--- src/rtl/core/h264ns_pkg.sv ---
// Shared types, constants and helpers for the H.264 Annex B NAL splitter.
// No dependencies; imported by h264ns_parse and h264_annexb_nal_splitter.
package h264ns_pkg;

  localparam int SIZE_BITS = 24;
  localparam int HDR_BITS  = 8;
  localparam int TYPE_BITS = 5;
  localparam int SLEN_BITS = 3;

  // result word: header, type, start length, unit size, frame size
  localparam int OUT_FIELD_BITS = HDR_BITS + TYPE_BITS + SLEN_BITS + 2 * SIZE_BITS;
  localparam int OUT_DATA_BITS  = ((OUT_FIELD_BITS + 7) / 8) * 8;

  typedef logic [SIZE_BITS-1:0] nal_size_t;
  typedef logic [HDR_BITS-1:0]  nal_hdr_t;
  typedef logic [TYPE_BITS-1:0] nal_type_t;
  typedef logic [SLEN_BITS-1:0] sc_len_t;

  localparam nal_size_t SIZE_MAX = '1;

  localparam nal_type_t NAL_IDR = 5'd5;
  localparam nal_type_t NAL_SEI = 5'd6;
  localparam nal_type_t NAL_SPS = 5'd7;
  localparam nal_type_t NAL_PPS = 5'd8;

  localparam sc_len_t SC_LEN3 = 3'd3;
  localparam sc_len_t SC_LEN4 = 3'd4;

  typedef struct packed {
    nal_hdr_t  nal_header;
    nal_type_t nal_type;
    sc_len_t   start_length;
    nal_size_t nal_size;
    logic      frame_done;
    nal_size_t frame_size;
    logic      key_frame;
  } nal_res_t;

  // saturating add of two size counts
  function automatic nal_size_t sat_add(input nal_size_t a, input nal_size_t b);
    logic [SIZE_BITS:0] s;
    s = {1'b0, a} + {1'b0, b};
    return s[SIZE_BITS] ? SIZE_MAX : s[SIZE_BITS-1:0];
  endfunction

endpackage

--- src/rtl/core/h264ns_parse.sv ---
// Start-code detector, unit byte counter and frame grouper; one byte per cycle while byte_fire is high.
// Depends on h264ns_pkg.
module h264ns_parse (
  input  logic                 clk,
  input  logic                 rst_n,
  input  logic                 byte_fire,
  input  h264ns_pkg::nal_hdr_t data_byte,
  input  logic                 end_of_stream,
  output logic                 res_valid,
  output h264ns_pkg::nal_res_t res
);
  import h264ns_pkg::*;

  logic [23:0] hist_r, hist_nxt;
  logic        inside_r, inside_nxt;
  nal_size_t   cnt_r, cnt_nxt;
  sc_len_t     slen_r, slen_nxt;
  logic        hpend_r, hpend_nxt;
  nal_hdr_t    hdr_r, hdr_nxt;
  nal_size_t   facc_r, facc_nxt;

  logic        sc;
  sc_len_t     len;
  nal_size_t   len_m1;
  nal_size_t   cnt_inc;
  logic        emit;
  nal_size_t   emit_size;
  nal_hdr_t    emit_hdr;
  nal_type_t   ntype;
  nal_size_t   acc_sum;

  always_comb begin
    hist_nxt   = hist_r;
    inside_nxt = inside_r;
    cnt_nxt    = cnt_r;
    slen_nxt   = slen_r;
    hpend_nxt  = hpend_r;
    hdr_nxt    = hdr_r;
    facc_nxt   = facc_r;
    emit       = 1'b0;
    emit_size  = '0;
    emit_hdr   = hdr_r;
    res        = '0;

    sc      = (data_byte == 8'h01) && (hist_r[15:0] == 16'h0000);
    len     = (hist_r[23:16] == 8'h00) ? SC_LEN4 : SC_LEN3;
    len_m1  = nal_size_t'(len - 3'd1);
    cnt_inc = sat_add(cnt_r, nal_size_t'(1));

    if (sc) begin
      if (inside_r) begin
        // zeros of the new start code were counted into the old unit
        emit = 1'b1;
        if (cnt_r == SIZE_MAX) begin
          emit_size = SIZE_MAX;
        end else if (cnt_r >= len_m1) begin
          emit_size = cnt_r - len_m1;
        end else begin
          emit_size = '0;
        end
      end
      inside_nxt = 1'b1;
      cnt_nxt    = nal_size_t'(len);
      slen_nxt   = len;
      hpend_nxt  = 1'b1;
      hdr_nxt    = '0;
    end else if (inside_r) begin
      if (hpend_r) begin
        hdr_nxt   = data_byte;
        hpend_nxt = 1'b0;
        emit_hdr  = data_byte;
      end
      cnt_nxt = cnt_inc;
      if (end_of_stream) begin
        emit      = 1'b1;
        emit_size = cnt_inc;
      end
    end

    ntype   = emit_hdr[TYPE_BITS-1:0];
    acc_sum = sat_add(facc_r, emit_size);

    if (emit) begin
      res.nal_header   = emit_hdr;
      res.nal_type     = ntype;
      res.start_length = slen_r;
      res.nal_size     = emit_size;
      case (ntype) inside
        NAL_SEI, NAL_SPS, NAL_PPS: begin
          facc_nxt = acc_sum;
        end
        default: begin
          res.frame_done = 1'b1;
          res.frame_size = acc_sum;
          res.key_frame  = (ntype == NAL_IDR);
          facc_nxt       = '0;
        end
      endcase
    end

    if (end_of_stream) begin
      // unit state back to reset; frame total carries over
      hist_nxt   = '1;
      inside_nxt = 1'b0;
      cnt_nxt    = '0;
      slen_nxt   = SC_LEN3;
      hpend_nxt  = 1'b0;
      hdr_nxt    = '0;
    end else begin
      hist_nxt = {hist_r[15:0], data_byte};
    end

    res_valid = emit;
  end

  always_ff @(posedge clk) begin
    if (!rst_n) begin
      hist_r   <= '1;
      inside_r <= 1'b0;
      cnt_r    <= '0;
      slen_r   <= SC_LEN3;
      hpend_r  <= 1'b0;
      hdr_r    <= '0;
      facc_r   <= '0;
    end else if (byte_fire) begin
      hist_r   <= hist_nxt;
      inside_r <= inside_nxt;
      cnt_r    <= cnt_nxt;
      slen_r   <= slen_nxt;
      hpend_r  <= hpend_nxt;
      hdr_r    <= hdr_nxt;
      facc_r   <= facc_nxt;
    end
  end

  // a header is only awaited inside an open unit
  a_hpend_inside: assert property (@(posedge clk) disable iff (!rst_n)
    hpend_r |-> inside_r)
    else $error("header pending outside a unit");

  // an open unit has at least its start code counted
  a_cnt_min: assert property (@(posedge clk) disable iff (!rst_n)
    inside_r |-> (cnt_r >= nal_size_t'(SC_LEN3)))
    else $error("open unit count below start code length");

  // a start code with a closed stream history cannot follow end of stream
  a_eos_clear: assert property (@(posedge clk) disable iff (!rst_n)
    (byte_fire && end_of_stream) |=> (!inside_r && hist_r == 24'hFFFFFF))
    else $error("unit state not cleared after end of stream");

endmodule

--- src/rtl/core/h264_annexb_nal_splitter.sv ---
// H.264 Annex B NAL splitter, top level: byte input stream, result stream
// through a two-word output buffer. Depends on h264ns_pkg and h264ns_parse.
//
// The block takes one stream byte per clock on in_tdata, with in_tlast marking
// the last byte of a stream, and hunts for 00 00 01 and 00 00 00 01 start codes.
// Each time a NAL unit ends (next start code, or end of stream) one result word
// comes out: header byte, type, start-code length and the unit size counted
// from the first start-code byte. SEI/SPS/PPS units are added into a running
// frame size; any other unit closes the frame: out_tlast goes high, the frame
// total rides in the top field of out_tdata, and out_tuser flags an IDR key
// frame. Bytes before the first start code are dropped; sizes saturate at
// 2^24-1. The frame total survives end of stream, the start-code history does
// not. Throughput is one byte per clock while in_tready is high: all parsing
// state updates in a single register stage. A two-word output buffer lets the
// input keep flowing while one result waits; in_tready drops only once a
// second result is parked behind a stalled sink.
module h264_annexb_nal_splitter (
  input  logic                                  clk,
  input  logic                                  rst_n,
  // byte input
  input  logic                                  in_tvalid,
  output logic                                  in_tready,
  input  logic [7:0]                            in_tdata,  // [7:0] data_byte
  input  logic                                  in_tlast,  // end_of_stream
  // result output
  output logic                                  out_tvalid,
  input  logic                                  out_tready,
  // [7:0] nal_header, [12:8] nal_type, [15:13] start_length,
  // [39:16] nal_size, [63:40] frame_size
  output logic [h264ns_pkg::OUT_DATA_BITS-1:0]  out_tdata,
  output logic                                  out_tlast, // frame_done
  output logic                                  out_tuser  // key_frame
);
  import h264ns_pkg::*;

  logic     in_fire;
  logic     out_fire;
  logic     res_valid;
  nal_res_t res;

  nal_res_t out_r;
  logic     out_valid_r;
  nal_res_t skid_r;
  logic     skid_valid_r;

  assign in_tready = !skid_valid_r;
  assign in_fire   = in_tvalid && in_tready;
  assign out_fire  = out_valid_r && out_tready;

  h264ns_parse u_parse (
    .clk           (clk),
    .rst_n         (rst_n),
    .byte_fire     (in_fire),
    .data_byte     (in_tdata),
    .end_of_stream (in_tlast),
    .res_valid     (res_valid),
    .res           (res)
  );

  // two-entry output queue: out_r is the head, skid_r the tail
  always_ff @(posedge clk) begin
    if (!rst_n) begin
      out_valid_r  <= 1'b0;
      skid_valid_r <= 1'b0;
    end else if (skid_valid_r) begin
      // input is held off here, so nothing new arrives
      if (out_fire) begin
        out_valid_r  <= 1'b1;
        skid_valid_r <= 1'b0;
      end
    end else begin
      if (in_fire && res_valid) begin
        if (!out_valid_r || out_fire) begin
          out_valid_r <= 1'b1;
        end else begin
          skid_valid_r <= 1'b1;
        end
      end else if (out_fire) begin
        out_valid_r <= 1'b0;
      end
    end
  end

  always_ff @(posedge clk) begin
    if (skid_valid_r) begin
      if (out_fire) begin
        out_r <= skid_r;
      end
    end else if (in_fire && res_valid) begin
      if (!out_valid_r || out_fire) begin
        out_r <= res;
      end else begin
        skid_r <= res;
      end
    end
  end

  assign out_tvalid = out_valid_r;
  // fields packed from the low bit up, zero filled to whole bytes
  assign out_tdata  = OUT_DATA_BITS'({out_r.frame_size, out_r.nal_size,
                                      out_r.start_length, out_r.nal_type,
                                      out_r.nal_header});
  assign out_tlast  = out_r.frame_done;
  assign out_tuser  = out_r.key_frame;

  // tail is only occupied behind an occupied head
  a_skid_behind_head: assert property (@(posedge clk) disable iff (!rst_n)
    skid_valid_r |-> out_valid_r)
    else $error("skid word without head word");

  // a key frame flag only comes with a frame close
  a_key_closes: assert property (@(posedge clk) disable iff (!rst_n)
    (out_tvalid && out_tuser) |-> out_tlast)
    else $error("key frame on a unit that does not close a frame");

  // start length is 3 or 4 on every result
  a_slen: assert property (@(posedge clk) disable iff (!rst_n)
    out_tvalid |-> (out_r.start_length == SC_LEN3 || out_r.start_length == SC_LEN4))
    else $error("bad start code length");

  // frame size reads zero unless the word closes a frame
  a_fsize_zero: assert property (@(posedge clk) disable iff (!rst_n)
    (out_tvalid && !out_tlast) |-> (out_r.frame_size == '0))
    else $error("frame size set on a unit inside a frame");

  // a result parked in the tail moves to the head when the head drains
  a_skid_moves: assert property (@(posedge clk) disable iff (!rst_n)
    (skid_valid_r && out_fire) |=> (out_valid_r && !skid_valid_r))
    else $error("skid word not promoted");

endmodule

--- config.mk ---
export PLATFORM = sky130hd
export DESIGN_NAME = h264_annexb_nal_splitter
export DESIGN_NICKNAME = d
export VERILOG_FILES = /design/src/rtl/core/h264ns_pkg.sv /design/src/rtl/core/h264ns_parse.sv /design/src/rtl/core/h264_annexb_nal_splitter.sv
export SDC_FILE = /design/constraint.sdc
export NUM_CORES = 1
export LEC_CHECK = 0
export BUFFER_PORTS_ARGS = -buffer_cell sky130_fd_sc_hd__buf_2
export CORE_MARGIN = 2
export CORE_UTILIZATION = 30
export CTS_CLUSTER_DIAMETER = 200
export DETAILED_ROUTE_END_ITERATION = 12
export MAX_ROUTING_LAYER = met4
export PLACE_DENSITY_LB_ADDON = 0.15
export SYNTH_ARGS = -nofsm -noshare
export SYNTH_HDL_FRONTEND = slang
export SYNTH_SLANG_ARGS = --single-unit
--- constraint.sdc ---
create_clock -name clk -period 17.7 [get_ports clk]
set_clock_uncertainty 0.05 [all_clocks]
set_input_delay 0.885 -clock clk [delete_from_list [all_inputs] [get_ports clk]]
set_output_delay 0.885 -clock clk [all_outputs]
set_load 0.02 [all_outputs]
==> summary.txt <==
STA
  • Period minus WS final: 6.75 ns
  • Actual slew at the worst max-slew pin: ~0.99 ns
  • Fin Setup TNS: 0 ns
  • Setup repair after global routing missed its margin: false
  • Final Slew Violations: 0
  • Final Hold Viols: 0
  • Max-Slew Margin vs Limit: 34.0%
  • Final Setup Violations: 0
  • Fin crit share: 38.1%
  • Smallest hold slack: 0.410 ns
  • Max frequency: 148 MHz

Clocking
  • CTS tree: built
  • Clk Tree Root Cell: clkbuf_16
  • Skew-Pair Late Insertion Delay: 0.53 ns
  • Total CTS buffers: 24
  • CTS H-tree lvls: 1
  • Hold_buf cts: 0
  • Post CTS Setup Buffer Count: 0
  • Post-CTS sizing: 0
  • CTS clock-pin slew for the worst setup and hold paths: ~0.060 ns
  • CTS sink cnt: 206
  • Max clock buf depth: 3

Setup path
  • Cell depth of the worst flop-to-flop path: 22
  • Crit path arrival time: 6.96 ns
  • Highest net fanout along the worst path: 26
  • Startpoint Class: register
  • RR Startpoint: u_parse.hist_r[19]$_SDFFE_PN1P_
  • Critical path data required time: 17.91 ns
  • Flop-to-flop setup slack: 10.95 ns
  • CP endpoint kind: register
  • Kind of critical path: register to register
  • RR Endpoint: out_tdata[60]$_DFFE_PP_

Floorplan
  • Io pins: 81
  • Rows: 70
  • Initial core utilization: 30.3%
  • Die Y-Extent: 196 µm
  • Die ar.: 38,200 µm²
  • Core Footprint: 36,300 µm²
  • Die W: 196 µm

Synthesis
  • Synth Instances: ~1,200
  • EDFF count, synth: 120
  • Async SR Flop Fraction: 0%
  • FF+latch count, synth: between 200 and 250
  • Most used DFF post-synth: edfxtp_1
  • Synth unique cells: 72
  • Post-synthesis net count: 1,221
  • Post-synthesis area per instance: 9.33 µm²
  • Syn. warnings: 0
  • Mapped Area: between 10,000 and 15,000 µm²
  • Seq/Total Area, Yosys: 48.4%

Detailed routing
  • DRC viols: 0
  • DR WL/cell: approximately 18 µm
  • Routed Antenna Nets: 0
  • Drt initial violations: 573
  • Detailed Route WL: ~30,000 µm
  • Vias: 8,826
  • Detailed Routing Iterations Pass 1: 5
  • Vias per inst: 5.19

Power and ir drop
  • Register share of total power: 48.0%
  • Int Pwr: around 0.00083 W
  • Maximum vdd drop: 53.3 µV
  • Leak Pwr: 4.35 nW
  • Comb pwr share: 1.7%
  • Clk pwr share: 50.3%
  • Switching Share: 20.9%
  • NetSw: between 0.0002 and 0.00025 W
  • Power Density: 83.0 nW/µm²
  • Total power draw: 0.00105 W

Layout
  • Share of cells above drive strength 1: 14.9%
  • Area Growth Syn to Fin: 14.7%
  • Final #Nets: 1,254
  • Ant diodes: 0
  • Fill cells: 3,673

Place
  • HPWL Detailed: between 20,000 and 25,000 µm
  • PortBufs: 80
  • Routability Congestion: 0.872

Outcome
  • Status: completed

Job
  • Max-capacitance violation count: 0

Min path
  • Hold Path End: u_parse.facc_r[3]$_SDFFE_PN0P_
  • HP Class: register to register
  • Hold path start: u_parse.facc_r[3]$_SDFFE_PN0P_
  • Worst Hold Depth: 2

GRT
  • GRT overflow: 0
  • Largest net degree at the start of global routing: 67
  • Initial antenna violation count: 0
  • Global-route usage over all layers: 15.9%
  • Vias in the first global route: 8,357
  • First-pass GRT wire length: 47,800 µm
cells by family (layout without fill, tap and decap cells):
family	Yosys count	count (layout)	share of synthesized area (%)
simple gates	443	443	19.4
compound gates	328	328	19.1
flops	206	206	48.4
buf+inv	112	163	4.22
mux	35	35	3.44
fa+ha+maj	28	28	3.25
xor+xnor	28	28	2.23
power groups by stage:
stage	clock, W	sequential (W)	combinational (W)
6_report	0.000527	0.000503	0.0000179
5_1_grt	0.000563	0.000503	0.0000197
4_1_cts	0.000543	0.000503	0.0000182
3_5_place_dp	0	0.000514	0.0000181
3_3_place_gp	0	0.000514	0.0000182
2_1_floorplan	0	0.000513	0.0000107
worst max path at each step:
stage / start / to / slack [ns] / depth (start not counted)
finish: u_parse.hist_r[19]$_SDFFE_PN1P_ / out_tdata[60]$_DFFE_PP_ / 10.95 / 22
global route: u_parse.hist_r[19]$_SDFFE_PN1P_ / out_tdata[62]$_DFFE_PP_ / 10.45 / 22
CTS: u_parse.hist_r[19]$_SDFFE_PN1P_ / out_tdata[62]$_DFFE_PP_ / 10.94 / 22
detailed placement: u_parse.hist_r[19]$_SDFFE_PN1P_ / out_tdata[62]$_DFFE_PP_ / 10.91 / 22
global placement: u_parse.hist_r[19]$_SDFFE_PN1P_ / out_tdata[60]$_DFFE_PP_ / 11.08 / 21
floorplan: in_tdata[2] / out_tdata[0]$_DFFE_PP_ / 11.77 / 8
area by class of cell:
class                      count  area, µm²  share of cell area (%)
sequential                   206       5330                    42.2
tap                          468        586                    4.64
clock buffer                  35        742                    5.88
timing repair buffer          98        536                    4.24
inverter                      21       78.8                   0.624
multi-input combinational    862       5250                    41.6
clock inverter                 9        108                   0.852
metrics by stage:
step	utilization [%]	instances	area, µm²	setup WS, ns
2_1_floorplan	-	1180	11000	11.77
3_3_place_gp	32.4	1655	11800	11.08
3_5_place_dp	32.4	1655	11800	10.91
4_1_cts	34.7	1699	12600	10.94
5_1_grt	34.7	1699	12600	10.45
6_report	34.7	1699	12600	10.95
cells in the final DEF (no fill, tap or decap), types with 8 or more instances in the layout:
master | Yosys | final
edfxtp_1 | 120 | 120
a22oi_1 | 16 | 16
nand4_1 | 9 | 9
xor2_1 | 13 | 13
buf_2 | 5 | 80
o21a_1 | 14 | 14
or3_1 | 9 | 9
a21oi_1 | 47 | 46
inv_1 | 20 | 20
ha_1 | 27 | 27
nor2b_1 | 20 | 19
dfxtp_1 | 86 | 85
mux2_2 | 19 | 19
nand2_1 | 144 | 144
a2bb2oi_1 | 8 | 8
buf_4 | 6 | 18
o22ai_1 | 20 | 20
and2_1 | 16 | 16
xnor2_1 | 15 | 15
nor3_1 | 35 | 35
nor2_1 | 117 | 117
o21ai_0 | 114 | 114
mux2i_1 | 15 | 15
clkbuf_16 | 0 | 26
a21o_1 | 11 | 11
o211ai_1 | 14 | 14
a21boi_0 | 15 | 15
nor4_1 | 12 | 11
and3_1 | 12 | 11
nand3_1 | 23 | 23
o31ai_1 | 21 | 20
cell usage after synthesis (7+ instances only):
cell	count	area share (%)
nor4_1	12	0.68
nand4_1	9	0.51
inv_1	20	0.68
mux2_2	19	1.9
o22ai_1	20	1.1
ha_1	27	3.1
or4_1	7	0.48
and4_1	7	0.56
and2_1	16	0.91
o211ai_1	14	0.95
a2bb2oi_1	8	0.64
a21o_1	11	0.75
nor2b_1	20	1.1
and3_1	12	0.68
nor2_1	117	4.0
o21ai_0	114	5.2
a21oi_1	47	2.1
or3_1	9	0.51
nand3_1	23	1.0
clkbuf_1	72	2.5
xnor2_1	15	1.2
dfxtp_1	86	16
nand2_1	144	4.9
o21a_1	14	0.95
o31ai_1	21	1.4
a21boi_0	15	1.0
mux2i_1	15	1.4
nor3_1	35	1.6
a22oi_1	16	1.1
edfxtp_1	120	33
xor2_1	13	1.0
registers in the layout, indices dropped and copies added (netlist names):
name,flops
skid_valid_r,1
out_tuser,1
u_parse.cnt_r,24
out_tdata,58
u_parse.hdr_r,8
skid_r,60
u_parse.inside_r,1
u_parse.facc_r,24
out_tvalid,1
u_parse.hist_r,24
u_parse.hpend_r,1
u_parse.slen_r,2
out_tlast,1
worst max-delay path, cell delays in order (launching register included):
cell      delay (ns)
dfxtp_1         0.30
or4_1           0.53
nor2_1          0.20
ha_1            0.20
inv_1           0.05
ha_1            0.19
or3_1           0.42
or4_1           0.68
or3_4           0.43
nand3_1         0.25
buf_4           0.33
o21ai_0         0.12
o21ai_0         0.36
nand2_1         0.11
ha_1            0.40
a21oi_1         0.22
o21ai_0         0.16
a21bo_2         0.25
a211oi_1        0.37
nor2_1          0.09
buf_4           0.23
a21oi_1         0.40
o21ai_0         0.16
routing by layer:
metal | part of all wire (%) | global-route usage (%) | up-vias
li1 | - | - | 4404
met1 | 50 | 22.7 | 4200
met2 | 44 | 24.3 | 188
met3 | 4.1 | 1.95 | 34
met4 | 1.6 | 3.45 | 0
met5 | 0 | - | -
No activity file was read; power rests on OpenSTA's default activity.
